## src/design/lsep_pkg.sv

```systemverilog
`default_nettype none
// ----------------------------------------------------------------------------
// lsep_pkg
// Shared types and codes for the LSB stego stream extractor.
// ----------------------------------------------------------------------------
package lsep_pkg;

    // Input transfer payload
    typedef struct packed {
        logic [7:0] image_byte;
        logic       start_of_file;
    } t_in_item;

    // Output transfer payload
    typedef struct packed {
        logic [2:0]  section;
        logic [31:0] field_value;
        logic        last_payload;
        logic [1:0]  error_code;
    } t_out_item;

    // Configuration register set
    typedef struct packed {
        logic [7:0]  header_bytes;
        logic [15:0] magic_word;
        logic        check_magic;
    } t_cfg;

    // Parse phases
    typedef enum logic [2:0] {
        PH_HEADER   = 3'd0,
        PH_MAGIC    = 3'd1,
        PH_EXT_LEN  = 3'd2,
        PH_EXT_DATA = 3'd3,
        PH_PAY_LEN  = 3'd4,
        PH_PAY_DATA = 3'd5,
        PH_STOP     = 3'd6
    } t_phase;

    // Section tags
    localparam logic [2:0] SEC_MAGIC    = 3'd0;
    localparam logic [2:0] SEC_EXT_LEN  = 3'd1;
    localparam logic [2:0] SEC_EXT_BYTE = 3'd2;
    localparam logic [2:0] SEC_PAY_LEN  = 3'd3;
    localparam logic [2:0] SEC_PAY_BYTE = 3'd4;
    localparam logic [2:0] SEC_ERROR    = 3'd5;

    // Error codes
    localparam logic [1:0] ERR_NONE     = 2'd0;
    localparam logic [1:0] ERR_MAGIC    = 2'd1;
    localparam logic [1:0] ERR_EXT_ZERO = 2'd2;
    localparam logic [1:0] ERR_PAY_ZERO = 2'd3;

    // Configuration register indexes
    localparam logic [1:0] CFG_HEADER_BYTES = 2'd0;
    localparam logic [1:0] CFG_MAGIC_WORD   = 2'd1;
    localparam logic [1:0] CFG_CHECK_MAGIC  = 2'd2;

    // Configuration reset values
    localparam logic [7:0]  RST_HEADER_BYTES = 8'd54;
    localparam logic [15:0] RST_MAGIC_WORD   = 16'd9002;
    localparam logic        RST_CHECK_MAGIC  = 1'b1;

    // Bits in a hidden byte field
    localparam logic [4:0] BYTE_BITS = 5'd8;

endpackage
`default_nettype wire

```

## src/design/lsb_stego_stream_extractor.sv

```systemverilog
`default_nettype none
// ----------------------------------------------------------------------------
// lsb_stego_stream_extractor
// Recovers a hidden frame from the low bits of a stego image byte stream.
// ----------------------------------------------------------------------------
// Usage:
//   Input channel (i_in_valid / o_in_ready / i_in_item) carries one file byte
//   per transfer; start_of_file restarts parsing on the first byte of a file.
//   Output channel (o_out_valid / i_out_ready / o_out_item) carries one
//   decoded field per transfer: magic bytes, lengths, extension and payload
//   bytes, or one error result that stops parsing until the next file.
//   Header and partial-field bytes produce no output transfer.
//   Throughput: one byte per cycle while the receiver keeps taking results.
//   A byte is held in the input register, then its result is captured in the
//   result register once that register is free or being taken.
//   When the receiver stalls, the result register holds its item and the
//   input register fills; o_in_ready drops while the input register holds a
//   byte behind a waiting result, and rises in the cycle the receiver takes
//   the result.
//   Reset clears both registers and the parse state (header skip) and loads
//   header_bytes 54, magic_word 9002, check_magic 1.
//   Configuration writes (i_cfg_wr_en, i_cfg_addr, i_cfg_wr_data) take effect
//   on the next edge; write only while the block is idle.
// ----------------------------------------------------------------------------
module lsb_stego_stream_extractor import lsep_pkg::*; (
    input  wire logic        i_clk,
    input  wire logic        i_rst_n,
    input  wire logic        i_in_valid,
    output logic             o_in_ready,
    input  wire t_in_item    i_in_item,
    output logic             o_out_valid,
    input  wire logic        i_out_ready,
    output t_out_item        o_out_item,
    input  wire logic        i_cfg_wr_en,
    input  wire logic [1:0]  i_cfg_addr,
    input  wire logic [15:0] i_cfg_wr_data
);

    t_cfg      r_cfg;
    logic      w_held_valid;
    t_in_item  w_held_item;
    logic      w_step;
    logic      w_res_valid;
    t_out_item w_res;

    // Configuration registers
    always_ff @(posedge i_clk) begin
        if (!i_rst_n) begin
            r_cfg.header_bytes <= RST_HEADER_BYTES;
            r_cfg.magic_word   <= RST_MAGIC_WORD;
            r_cfg.check_magic  <= RST_CHECK_MAGIC;
        end else if (i_cfg_wr_en) begin
            case (i_cfg_addr)
                CFG_HEADER_BYTES: r_cfg.header_bytes <= i_cfg_wr_data[7:0];
                CFG_MAGIC_WORD:   r_cfg.magic_word   <= i_cfg_wr_data;
                CFG_CHECK_MAGIC:  r_cfg.check_magic  <= i_cfg_wr_data[0];
                default: begin
                end
            endcase
        end
    end

    // Step the parser when a byte is held and the result register is free
    assign w_step = w_held_valid && (!o_out_valid || i_out_ready);

    lsep_in_reg u_in_reg (
        .i_clk      (i_clk),
        .i_rst_n    (i_rst_n),
        .i_in_valid (i_in_valid),
        .o_in_ready (o_in_ready),
        .i_in_item  (i_in_item),
        .i_take     (w_step),
        .o_valid    (w_held_valid),
        .o_item     (w_held_item)
    );

    lsep_parser u_parser (
        .i_clk       (i_clk),
        .i_rst_n     (i_rst_n),
        .i_cfg       (r_cfg),
        .i_step      (w_step),
        .i_item      (w_held_item),
        .o_res_valid (w_res_valid),
        .o_res       (w_res)
    );

    lsep_out_reg u_out_reg (
        .i_clk       (i_clk),
        .i_rst_n     (i_rst_n),
        .i_load      (w_step),
        .i_res_valid (w_res_valid),
        .i_res       (w_res),
        .o_out_valid (o_out_valid),
        .i_out_ready (i_out_ready),
        .o_out_item  (o_out_item)
    );

endmodule
`default_nettype wire

```

## src/design/lsep_in_reg.sv

```systemverilog
`default_nettype none
// ----------------------------------------------------------------------------
// lsep_in_reg
// Input register: holds one accepted file byte until the parser takes it.
// ----------------------------------------------------------------------------
module lsep_in_reg import lsep_pkg::*; (
    input  wire logic     i_clk,
    input  wire logic     i_rst_n,
    input  wire logic     i_in_valid,
    output logic          o_in_ready,
    input  wire t_in_item i_in_item,
    input  wire logic     i_take,
    output logic          o_valid,
    output t_in_item      o_item
);

    logic     r_valid;
    t_in_item r_item;

    // Accept when empty or when the held item leaves this cycle
    assign o_in_ready = !r_valid || i_take;

    // Track occupancy
    always_ff @(posedge i_clk) begin
        if (!i_rst_n) begin
            r_valid <= 1'b0;
        end else if (i_in_valid && o_in_ready) begin
            r_valid <= 1'b1;
        end else if (i_take) begin
            r_valid <= 1'b0;
        end
    end

    // Load payload on transfer
    always_ff @(posedge i_clk) begin
        if (i_in_valid && o_in_ready) begin
            r_item <= i_in_item;
        end
    end

    assign o_valid = r_valid;
    assign o_item  = r_item;

endmodule
`default_nettype wire

```

## src/design/lsep_parser.sv

```systemverilog
`default_nettype none
// ----------------------------------------------------------------------------
// lsep_parser
// Frame parser: gathers hidden bits and decodes magic, lengths and bytes.
// ----------------------------------------------------------------------------
module lsep_parser import lsep_pkg::*; (
    input  wire logic     i_clk,
    input  wire logic     i_rst_n,
    input  wire t_cfg     i_cfg,
    input  wire logic     i_step,
    input  wire t_in_item i_item,
    output logic          o_res_valid,
    output t_out_item     o_res
);

    t_phase      r_phase,  n_phase;
    logic [7:0]  r_hdr_cnt, n_hdr_cnt;
    logic [4:0]  r_bit_cnt, n_bit_cnt;
    logic [31:0] r_shift,  n_shift;
    logic        r_magic_idx, n_magic_idx;
    logic [31:0] r_remain, n_remain;

    logic [31:0] w_shift;
    logic [4:0]  w_bit_cnt;
    logic        w_is_len;
    logic        w_done;
    logic [31:0] w_val;
    logic [7:0]  w_expect;
    logic [31:0] w_remain_dec;

    // Next parse state and result for the byte in the input register
    always_comb begin
        n_phase     = r_phase;
        n_hdr_cnt   = r_hdr_cnt;
        n_bit_cnt   = r_bit_cnt;
        n_shift     = r_shift;
        n_magic_idx = r_magic_idx;
        n_remain    = r_remain;
        o_res_valid = 1'b0;
        o_res       = '0;
        w_shift     = '0;
        w_bit_cnt   = '0;
        w_is_len    = 1'b0;
        w_done      = 1'b0;
        w_val       = '0;
        w_expect    = '0;
        w_remain_dec = '0;

        // Restart on a new file
        if (i_item.start_of_file) begin
            n_phase     = PH_HEADER;
            n_hdr_cnt   = '0;
            n_bit_cnt   = '0;
            n_shift     = '0;
            n_magic_idx = 1'b0;
            n_remain    = '0;
        end

        // Drop header bytes, then open the magic field
        if (n_phase == PH_HEADER) begin
            if (n_hdr_cnt < i_cfg.header_bytes) begin
                n_hdr_cnt = n_hdr_cnt + 8'd1;
            end else begin
                n_phase     = PH_MAGIC;
                n_bit_cnt   = '0;
                n_shift     = '0;
                n_magic_idx = 1'b0;
            end
        end

        if (n_phase != PH_HEADER && n_phase != PH_STOP) begin
            w_shift   = {n_shift[30:0], i_item.image_byte[0]};
            w_bit_cnt = n_bit_cnt + 5'd1;
            w_is_len  = (n_phase == PH_EXT_LEN) || (n_phase == PH_PAY_LEN);
            // A length field ends when the 5-bit count wraps after 32 bits
            w_done    = w_is_len ? (w_bit_cnt == '0) : (w_bit_cnt == BYTE_BITS);
            w_val     = w_is_len ? w_shift : {24'd0, w_shift[7:0]};
            w_expect  = n_magic_idx ? i_cfg.magic_word[7:0] : i_cfg.magic_word[15:8];
            w_remain_dec = n_remain - 32'd1;

            if (!w_done) begin
                n_shift   = w_shift;
                n_bit_cnt = w_bit_cnt;
            end else begin
                n_shift     = '0;
                n_bit_cnt   = '0;
                o_res_valid = 1'b1;
                o_res.field_value = w_val;
                case (n_phase)
                    PH_MAGIC: begin
                        if (i_cfg.check_magic && (w_val[7:0] != w_expect)) begin
                            n_phase           = PH_STOP;
                            o_res.section     = SEC_ERROR;
                            o_res.field_value = '0;
                            o_res.error_code  = ERR_MAGIC;
                        end else begin
                            // Second magic byte moves on to the extension length
                            if (n_magic_idx) begin
                                n_phase = PH_EXT_LEN;
                            end
                            o_res.section = SEC_MAGIC;
                        end
                        n_magic_idx = 1'b1;
                    end
                    PH_EXT_LEN: begin
                        if (w_val == '0) begin
                            n_phase          = PH_STOP;
                            o_res.section    = SEC_ERROR;
                            o_res.error_code = ERR_EXT_ZERO;
                        end else begin
                            n_remain      = w_val;
                            n_phase       = PH_EXT_DATA;
                            o_res.section = SEC_EXT_LEN;
                        end
                    end
                    PH_EXT_DATA: begin
                        n_remain      = w_remain_dec;
                        if (w_remain_dec == '0) begin
                            n_phase = PH_PAY_LEN;
                        end
                        o_res.section = SEC_EXT_BYTE;
                    end
                    PH_PAY_LEN: begin
                        if (w_val == '0) begin
                            n_phase          = PH_STOP;
                            o_res.section    = SEC_ERROR;
                            o_res.error_code = ERR_PAY_ZERO;
                        end else begin
                            n_remain      = w_val;
                            n_phase       = PH_PAY_DATA;
                            o_res.section = SEC_PAY_LEN;
                        end
                    end
                    PH_PAY_DATA: begin
                        n_remain      = w_remain_dec;
                        if (w_remain_dec == '0) begin
                            n_phase            = PH_STOP;
                            o_res.last_payload = 1'b1;
                        end
                        o_res.section = SEC_PAY_BYTE;
                    end
                    default: begin
                        // Unused phase code: no result
                        o_res_valid = 1'b0;
                        o_res       = '0;
                        n_shift     = w_shift;
                        n_bit_cnt   = w_bit_cnt;
                    end
                endcase
            end
        end
    end

    // Advance parse state once per item
    always_ff @(posedge i_clk) begin
        if (!i_rst_n) begin
            r_phase     <= PH_HEADER;
            r_hdr_cnt   <= '0;
            r_bit_cnt   <= '0;
            r_shift     <= '0;
            r_magic_idx <= 1'b0;
            r_remain    <= '0;
        end else if (i_step) begin
            r_phase     <= n_phase;
            r_hdr_cnt   <= n_hdr_cnt;
            r_bit_cnt   <= n_bit_cnt;
            r_shift     <= n_shift;
            r_magic_idx <= n_magic_idx;
            r_remain    <= n_remain;
        end
    end

endmodule
`default_nettype wire

```

## src/design/lsep_out_reg.sv

```systemverilog
`default_nettype none
// ----------------------------------------------------------------------------
// lsep_out_reg
// Result register: holds one decoded field until the receiver takes it.
// ----------------------------------------------------------------------------
module lsep_out_reg import lsep_pkg::*; (
    input  wire logic      i_clk,
    input  wire logic      i_rst_n,
    input  wire logic      i_load,
    input  wire logic      i_res_valid,
    input  wire t_out_item i_res,
    output logic           o_out_valid,
    input  wire logic      i_out_ready,
    output t_out_item      o_out_item
);

    logic      r_valid;
    t_out_item r_item;

    // Refill on a parser step, drop after a transfer
    always_ff @(posedge i_clk) begin
        if (!i_rst_n) begin
            r_valid <= 1'b0;
        end else if (i_load) begin
            r_valid <= i_res_valid;
        end else if (i_out_ready) begin
            r_valid <= 1'b0;
        end
    end

    // Load payload only when a result is produced
    always_ff @(posedge i_clk) begin
        if (i_load && i_res_valid) begin
            r_item <= i_res;
        end
    end

    assign o_out_valid = r_valid;
    assign o_out_item  = r_item;

endmodule
`default_nettype wire
```

## config.mk

```make
export PLATFORM = sky130hd
export DESIGN_NAME = lsb_stego_stream_extractor
export DESIGN_NICKNAME = d
export VERILOG_FILES = /design/src/design/lsep_pkg.sv /design/src/design/lsb_stego_stream_extractor.sv /design/src/design/lsep_in_reg.sv /design/src/design/lsep_parser.sv /design/src/design/lsep_out_reg.sv
export SDC_FILE = /design/constraint.sdc
export NUM_CORES = 1
export LEC_CHECK = 0
export BUFFER_PORTS_ARGS = -buffer_cell sky130_fd_sc_hd__buf_2
export CAP_MARGIN = 20
export CORE_UTILIZATION = 55
export CTS_BUF_LIST = sky130_fd_sc_hd__clkbuf_4
export CTS_CLUSTER_SIZE = 8
export DETAILED_ROUTE_END_ITERATION = 7
export PLACE_DENSITY = 0.74
export SKIP_LAST_GASP = 1
export SLEW_MARGIN = 10
export SYNTH_ARGS = -nofsm -noshare
export SYNTH_HDL_FRONTEND = slang
export SYNTH_HIERARCHICAL = 1
export SYNTH_SLANG_ARGS = --single-unit
```

## constraint.sdc

```tcl
create_clock -name i_clk -period 17 [get_ports i_clk]
set_clock_uncertainty 0.05 [all_clocks]
set_input_delay 0 -clock i_clk [delete_from_list [all_inputs] [get_ports i_clk]]
set_output_delay 0 -clock i_clk [all_outputs]
set_load 0.03 [all_outputs]
```

* After elaboration in Yosys (flattened, before gate mapping)
Cells that the tools add are included.
** Storage, ports and cells
- Memory bits (writable) :: 0
- Output and inout bits :: 40
- Input bits :: 32
- Bits in registers :: 148
- Memory bits (read-only) :: 0
- Logic and storage cells :: 117
- Memories kept :: 0
- Bits in latches :: 0
** Cells by class
- Reduce and logical (&&, ||, !) cells :: 27
- Shift operators :: 0
- Bitwise logic cells :: 0
- Div/mod/pow operators :: 0
- Mux-type cells :: 59
- Order comparisons :: 1
- Add/sub/neg operators :: 3
- Equality and inequality tests :: 10
- Multiply operators :: 0
** Operators with widths (count)
- $mux 32 :: 12
- $pmux 32 s2 :: 2
- $logic_not 32->1 :: 2
- $mux 3 :: 13
- $mux 8 :: 4
- $sub 32x1->32 const B :: 1
- $mux 5 :: 6
- $pmux 3 s5 :: 2
- $mux 1 :: 16
- $add 8x1->8 const B :: 1
- $lt 8x8->1 :: 1
- $ne 8x8->1 :: 1
- $reduce_and 2->1 :: 4
- $eq 3x2->1 const B :: 2
- $eq 3x3->1 const B :: 2
- $mux 2 :: 3
- $pmux 2 s3 :: 1
- $add 5x1->5 const B :: 1
- $eq 5x4->1 const B :: 1
- $logic_and 1x1->1 :: 5
- $logic_not 5->1 :: 1
- $reduce_or 5->1 :: 1
- $reduce_bool 2->1 :: 2
- $reduce_or 2->1 :: 2
- other kinds (11) :: 14

* Longest topological paths before layout
Gate-level depths: netlist of the first run.
- Depth in word-level cells :: 13
- Gate-level depth with buffers :: 25
- Mapped depth without buffers :: 17

* Cells and area by module
The synthesis of the first run kept the hierarchy.
** By module, submodules not included
- lsep_parser :: area an instance 6527.5 um^2, cells each 922, sequential area each 1601.5 um^2, instances 1
- lsep_out_reg :: area an instance 1184.9 um^2, cells each 42, sequential area each 1161.1 um^2, instances 1
- lsb_stego_stream_extractor :: area an instance 1071.0 um^2, cells each 111, sequential area each 500.5 um^2, instances 1
- lsep_in_reg :: area an instance 327.8 um^2, cells each 14, sequential area each 290.3 um^2, instances 1

* Worst setup path before layout of the first run
Ideal clock, no wire load.
- Path type :: reg2reg
- Start point :: reg u_in_reg.r_item, in the netlist u_in_reg/o_item[0]
- End point :: reg u_parser.r_remain[7]
- Buffers on the path :: 7
- Required time :: 16.833 ns
- Data arrival time :: 5.399 ns
- Cell stages (with the launch flop) :: 23
- Path slack :: 11.433 ns
- Period minus slack after synthesis :: 5.567 ns
- Setup time :: 0.117 ns
- Cells stage by stage :: edfxtp_1 clkbuf_1 clkbuf_1 clkbuf_1 buf_1 clkbuf_1 nor2b_1 ha_1 a21oi_1 o21ai_0 a21oi_1 a21boi_1 clkbuf_1 clkbuf_1 and2_1 ha_1 nand3_1 xor2_1 and2_0 nand3_1 a211oi_1 o21ai_0 a32o_1
** On the way
- Longest elaborated chain between the ends :: 12
- Elaborated cells between the ends (all ways) :: 34
- Classes of those cells :: 2 x add/sub; 1 x order compare; 6 x eq/ne; 17 x mux; 8 x reduce/logical
** RTL lines
- from (decl) :: line lsep_in_reg.sv:18 : t_in_item r_item;
- from (signal assigned) :: line lsep_in_reg.sv:37 : r_item <= i_in_item;
- $mux 8 :: line lsep_parser.sv:50 : if (i_item.start_of_file) begin
- $lt 8x8->1 :: line lsep_parser.sv:61 : if (n_hdr_cnt < i_cfg.header_bytes) begin
- $mux 3 :: line lsep_parser.sv:61
- $mux 3 :: line lsep_parser.sv:60 : if (n_phase == PH_HEADER) begin
- $eq 3x2->1 / $eq 3x3->1 (equally long branches) :: line lsep_parser.sv:74, lsep_parser.sv:89
- $logic_or 1x1->1 :: line lsep_parser.sv:74 : w_is_len = (n_phase == PH_EXT_LEN) || (n_phase == PH_PAY_LEN);
- $mux 32 :: line lsep_parser.sv:77 : w_val = w_is_len ? w_shift : {24'd0, w_shift[7:0]};
- $logic_not 32->1 :: line lsep_parser.sv:106, lsep_parser.sv:124
- $mux 32 :: line lsep_parser.sv:106, lsep_parser.sv:124
- $pmux 32 s2 :: line lsep_parser.sv:89 : case (n_phase)
- $mux 32 :: line lsep_parser.sv:81 : if (!w_done) begin
- $mux 32 * :: line lsep_parser.sv:71 : if (n_phase != PH_HEADER && n_phase != PH_STOP) begin
- to (signal assigned) :: line lsep_parser.sv:169 : r_remain <= n_remain;
- to (decl) :: line lsep_parser.sv:21 : logic [31:0] r_remain, n_remain;
Every way passes the cells marked *; elsewhere a longest branch is shown, timed or not.
A chain may end at the register's enable or synchronous reset.

* Worst setup path after layout of the first run
Ends and elaborated chain as after synthesis.

==> results of run 1 <==
## final cells by class
cell class              count  area (µm²)  area share (%)
multi-input cells         810        5060            50.8
clock inverters            15         170            1.71
repair buffers            118         828            8.33
flip-flops and latches    147        3340            33.6
clock buffers              17         128            1.28
well taps                 216         270            2.72
inverters                  40         150            1.51
## worst max path at each step
stage | from | endpoint | slack [ns] | depth (start not counted)
floorplan | u_in_reg/o_item[0]$_DFFE_PP_ | u_parser/r_remain[7]$_SDFFE_PN0P_ | 11.43 | 22
global placement | u_in_reg/o_item[0]$_DFFE_PP_ | u_out_reg/o_out_item[23]$_DFFE_PP_ | 11.12 | 16
detailed placement | u_in_reg/o_item[0]$_DFFE_PP_ | u_out_reg/o_out_item[24]$_DFFE_PP_ | 11.00 | 16
CTS | u_in_reg/o_item[0]$_DFFE_PP_ | u_out_reg/o_out_item[24]$_DFFE_PP_ | 10.92 | 16
global route | u_in_reg/o_item[0]$_DFFE_PP_ | u_out_reg/o_out_item[24]$_DFFE_PP_ | 10.29 | 17
finish | u_in_reg/o_item[0]$_DFFE_PP_ | u_parser/r_remain[7]$_SDFFE_PN0P_ | 10.77 | 18
## registers in the layout, summed over array words and instances (netlist names), 2 cells and up
register              flops
u_out_reg/o_out_item     38
u_parser/r_remain        32
u_parser/r_shift         31
r_cfg                    25
u_parser/r_hdr_cnt        8
u_parser/r_bit_cnt        5
u_parser/r_phase          3
u_in_reg/o_item           2
## per-stage QoR
stage / cells / area (µm²) / util, %
5_1_grt: 1363 / 9950 / 62.8
3_5_place_dp: 1290 / 9240 / 58.4
3_3_place_gp: 1290 / 9240 / 58.4
4_1_cts: 1363 / 9950 / 62.8
6_report: 1363 / 9950 / 62.8
2_1_floorplan: 1082 / 8900 / -
## power by group through the flow
stage / registers (W) / clock network (W) / logic [W]
floorplan: 0.000370 / 0 / 0.0000319
global placement: 0.000372 / 0 / 0.0000429
detailed placement: 0.000373 / 0 / 0.0000436
CTS: 0.000365 / 0.000230 / 0.0000500
global route: 0.000366 / 0.000245 / 0.0000556
finish: 0.000365 / 0.000226 / 0.0000524
## layer usage
metal	vias up	GRT usage [%]	share of wire, %
met2	478	51.6	46
li1	4103	-	-
met3	101	5.57	9.0
met5	-	0	0
met1	4115	41.0	41
met4	0	16.6	4.3
## repair_timing
action                    in CTS  in global routing
gates resized for setup        0                  0
hold buffers                  41                  0
hold endpoints to repair      36                  0
## placed cells by master, fill, tap and decap left out, types with 25 or more instances in the layout
cell type	count
mux2i_1	29
and2_1	31
buf_2	64
nor2b_1	25
nand3_1	28
nor3_1	35
nor2_1	108
nor4_1	28
o21ai_0	46
inv_1	37
a21oi_1	51
dlygate4sd3_1	41
edfxtp_1	40
dfxtp_1	107
a22oi_1	46
nand2_1	94
==> results.toml, run 1 <==
[critical_path]
critical_path_arrival_ns = 6.66
reg2reg_depth = 18
r2r_setup_slack_ns = 10.77
crit_chain = "buf_4 > nor2b_1 > ha_1 > a21oi_1 > o21ai_0 > a21oi_1 > a21boi_2 > buf_4 > nand2_1 > inv_1 > ha_1 > nand3_1 > xor2_1 > and2_0 > nand3_1 > a211oi_1 > o21ai_0 > a32o_1"
reg2reg_to = "u_parser/r_remain[7]$_SDFFE_PN0P_"
worst_setup_path_end_kind = "flop"
path_buf_inv = 3
cp_slowest_cell = "edfxtp_1"
path_delay_family = "compound AO/OA/AOI/OAI gates"
cp.required_ns = 17.43
worstPathMaxFanout = 37
crit_type = "flop to flop"
cp-start-kind = "flop"
slowest_delay_ns = 0.84
reg2reg_from = "u_in_reg/o_item[0]$_DFFE_PP_"

[clock_network]
cts_max_level = 4
cts_sinks = 147
numCtsBuffers = 17
clock_latency_ns = 0.57
clkTransAtPathRegs_ns = 0.15
root_buffer = "clkbuf_4"
cts_setup_buffers = 0
clockBufferDepth = 2
tritoncts = "yes"

[synth]
yosys_warnings = 6
synthCells = 1082
synth_area_per_cell_um2 = 8.23
synth_area_um2 = 8900
syn-num-nets = 1125

[layout]
final_nets = 1177
drive_above_1_share_pct = 12.0
area_growth_pct = 11.7
fill_cells = 1372
antennaDiodeCount = 0

[run_status]
status = "completed"

[grt]
grt_pass1_wl_mm = 41.1
grt_max_degree = 68
antenna_found_initial = 0
grt_pass1_vias = 7809
grt_usage_pct = 32.0
grt_overflow = 0

[route]
drt_pre_antenna_iters = 6
drc = 0
post_drt_via_cell_ratio = 6.45
vias = 8797
wl_per_cell_um = 19.4
final_antenna_net_count = 0
drt_iter0_drc = 1031
finalWirelength_mm = 26.5

[die]
io_pins = 72
die_w_um = 129
placementRows = 46
start_util_pct = 56.2
die_h_um = 129
core_region_area_um2 = 15800
die_area_um2 = 16700

[timing]
setup_viol = 0
final_hold_viol_count = 0
worst_pin_slew_ns = 1.04
fin_setup_tns_ns = 0
fmax_mhz = 160
drv_slew = 0
fin_hold_ws_ns = 0.0957
rsz0062_at_grt = "no"
finalCritPeriodShare_pct = 36.7
period_needed_ns = 6.23
slew_headroom_pct = 30.4
setup_slack_ns = 10.77

[placement]
place.gp.congestion = 0.983
post-dp-hpwl_mm = 17.5
dp_worst_setup_slack_ns = 11.00
io_buffers = 64

[min_path]
hp-start = "i_in_item[0]"
worstHoldEndpoint = "u_in_reg/o_item[0]$_DFFE_PP_"
hold_class = "primary input to flop"
holdPathStages = 2

[power]
seqPwrFrac_pct = 56.7
p_leak_nw = 3.71
powerDensity_nw_per_um2 = 64.7
clock_power_share_pct = 35.1
p_sw_w = 0.000184
fin_total_pwr_w = 0.000644
p_int_w = 0.000460
switching_share_pct = 28.5
vdd_drop_max_mv = 0.0455
p_comb_share_pct = 8.1

[job]
drv_cap = 0
Note: power is estimated with default switching activity, not from simulation.
==> inputs of run 2 (changes only) <==
--- a/config.mk
+++ b/config.mk
@@ -5,13 +5,14 @@
 export SDC_FILE = /design/constraint.sdc
 export NUM_CORES = 1
 export LEC_CHECK = 0
+export ABC_AREA = 1
 export BUFFER_PORTS_ARGS = -buffer_cell sky130_fd_sc_hd__buf_2
 export CAP_MARGIN = 20
 export CORE_UTILIZATION = 55
 export CTS_BUF_LIST = sky130_fd_sc_hd__clkbuf_4
 export CTS_CLUSTER_SIZE = 8
 export DETAILED_ROUTE_END_ITERATION = 7
-export PLACE_DENSITY = 0.74
+export PLACE_DENSITY = 0.77
 export SKIP_LAST_GASP = 1
 export SLEW_MARGIN = 10
 export SYNTH_ARGS = -nofsm -noshare
==> constraint.sdc (replaced) <==
create_clock -name i_clk -period 5.6 [get_ports i_clk]
set_clock_uncertainty 0.05 [all_clocks]
set_input_delay 0 -clock i_clk [delete_from_list [all_inputs] [get_ports i_clk]]
set_output_delay 0 -clock i_clk [all_outputs]
set_load 0.03 [all_outputs]
==> run 2 against run 1 <==
- worst setup slack worse by 9.7 ns
- register-to-register slack worse by 9.7 ns
- combinational power grew to 10 times the previous value
- first-iteration DRC count is 11% lower
- core utilization is 1.2 points higher
- global-route usage is 0.13 points lower
- critical path depth is 1 higher
- non-clock buffer count is 25 higher
- die area is 6.9% higher
- area after synthesis is 7.0% higher
- clock power grew to 3.0 times the previous value
- critical path type unchanged
- largest cell class unchanged
==> results.toml, run 2 <==
[route]
vias = 10100
finalWirelength_mm = 27.9
drt_pre_antenna_iters = 8
post_drt_via_cell_ratio = 5.66
wl_per_cell_um = 15.7
drc = 0
drt_iter0_drc = 914
final_antenna_net_count = 0

[timing]
fin_hold_ws_ns = 0.119
drv_slew = 0
worst_pin_slew_ns = 0.844
fmax_mhz = 220
slew_headroom_pct = 43.5
rsz0062_at_grt = "no"
final_hold_viol_count = 0
setup_slack_ns = 1.05
setup_viol = 0
fin_setup_tns_ns = 0
period_needed_ns = 4.55
finalCritPeriodShare_pct = 81.2

[placement]
post-dp-hpwl_mm = 17.7
io_buffers = 64
dp_worst_setup_slack_ns = 1.14
place_inst = 1688
place.gp.congestion = 0.917

[power]
p_sw_w = 0.000822
switching_share_pct = 34.7
vdd_drop_max_mv = 0.172
fin_total_pwr_w = 0.00237
p_int_w = 0.00155
clock_power_share_pct = 28.2
powerDensity_nw_per_um2 = 221
seqPwrFrac_pct = 48.8
p_comb_share_pct = 23.0
p_leak_nw = 5.25

[critical_path]
critical_path_arrival_ns = 4.93
crit_type = "flop to flop"
worstPathMaxFanout = 26
crit_chain = "nor2_1 > ha_1 > a21oi_1 > o21a_1 > nand2_2 > nand2_4 > inv_2 > nor3_1 > ha_1 > nand3_1 > nor2_1 > nand2_1 > nand2_1 > nand2_1 > nor2_4 > nand3_1 > buf_4 > nand3_1 > a31oi_1"
cp_slowest_cell = "edfxtp_1"
cp.required_ns = 5.99
cp-start-kind = "flop"
worst_setup_path_end_kind = "flop"
slowest_delay_ns = 0.63

[clock_network]
root_buffer = "clkbuf_4"
numCtsBuffers = 17
clkTransAtPathRegs_ns = 0.12
cts_max_level = 4
cts_setup_buffers = 0
clock_latency_ns = 0.59
cts_sinks = 147
clockBufferDepth = 2
tritoncts = "yes"

[min_path]
hold_class = "primary input to flop"

[grt]
grt_overflow = 0
antenna_found_initial = 1
grt_pass1_wl_mm = 45.3
grt_pass1_vias = 9280
grt_max_degree = 80
grt_usage_pct = 31.8

[run_status]
status = "completed"

[synth]
synthCells = 1466
yosys_warnings = 6
synth_area_um2 = 9520
synth_area_per_cell_um2 = 6.49
syn-num-nets = 1509

[layout]
area_growth_pct = 12.8
fill_cells = 1543
final_cells = 1783
final_nets = 1592
largest_reg_flops = 38
drive_above_1_share_pct = 9.60
final_cell_mix = "nand2_1, nor2_1, inv_1"
final_common_cell = "nand2_1"

[die]
die_h_um = 134
placementRows = 47
start_util_pct = 56.8
io_pins = 72
die_area_um2 = 17800
core_region_area_um2 = 16800
die_w_um = 134

[job]
drv_cap = 0
run 2: path summary, 6_finish.rpt:
path | start | endpoint | slack (ns) | cells past startpoint
max | u_in_reg/o_item[0]$_DFFE_PP_ | u_parser/r_remain[22]$_SDFFE_PN0P_ | 1.05 | 19
min reg2reg | u_parser/r_hdr_cnt[0]$_SDFFE_PN0P_ | u_parser/r_hdr_cnt[0]$_SDFFE_PN0P_ | 0.43 | 2
min | i_in_item[1] | u_in_reg/o_item[1]$_DFFE_PP_ | 0.12 | 2
max reg2reg | u_in_reg/o_item[0]$_DFFE_PP_ | u_parser/r_remain[22]$_SDFFE_PN0P_ | 1.05 | 19
run 2: final cells by class:
type                    instances  area (µm²)  share of cell area, %
repair buffers                143        1070                   9.95
well taps                     220         275                   2.56
clock buffers                  19         143                   1.33
inverters                     202         758                   7.06
clock inverters                13         123                   1.14
flip-flops and latches        147        3340                   31.1
multi-input cells            1038        5020                   46.8
diodes                          1        2.50                 0.0233
run 2: repair_timing:
item / in CTS / in global routing
gates resized for setup: 0 / 0
hold endpoints to repair: 31 / 0
hold buffers: 62 / 0
run 2: critical path: cells and delay by family, from the launching register on:
| family | cells | cell delay [ns] |
|---|---|---|
| AO/OA/AOI/OAI | 3 | 0.39 |
| adder cells (fa/ha/maj) | 2 | 0.57 |
| buffers and inverters | 2 | 0.57 |
| flip-flops | 1 | 0.63 |
| AND/OR/NAND/NOR | 12 | 2.17 |
run 2: metrics by stage:
stage,area (µm²),util [%]
finish,10700,64.1
global route,10700,64.1
CTS,10700,64.0
detailed placement,9850,58.8
global placement,9850,58.8
floorplan,9520,-
run 2: power by group through the flow:
| stage | clock network [W] | logic (W) | registers (W) |
|---|---|---|---|
| 2_1_floorplan | 0 | 0.000392 | 0.00117 |
| 3_3_place_gp | 0 | 0.000490 | 0.00118 |
| 3_5_place_dp | 0 | 0.000495 | 0.00118 |
| 4_1_cts | 0.000672 | 0.000525 | 0.00116 |
| 5_1_grt | 0.000728 | 0.000605 | 0.00116 |
| 6_report | 0.000669 | 0.000545 | 0.00116 |
run 2: metal layers:
layer,global-route usage [%],routed length [µm],part of all wire [%],vias to the layer above
met4,16.0,1110,4.0,0
met2,51.9,12700,45,471
met3,6.13,2010,7.2,84
met5,0,0,0,-
met1,40.3,12100,43,4585
li1,-,-,-,4946
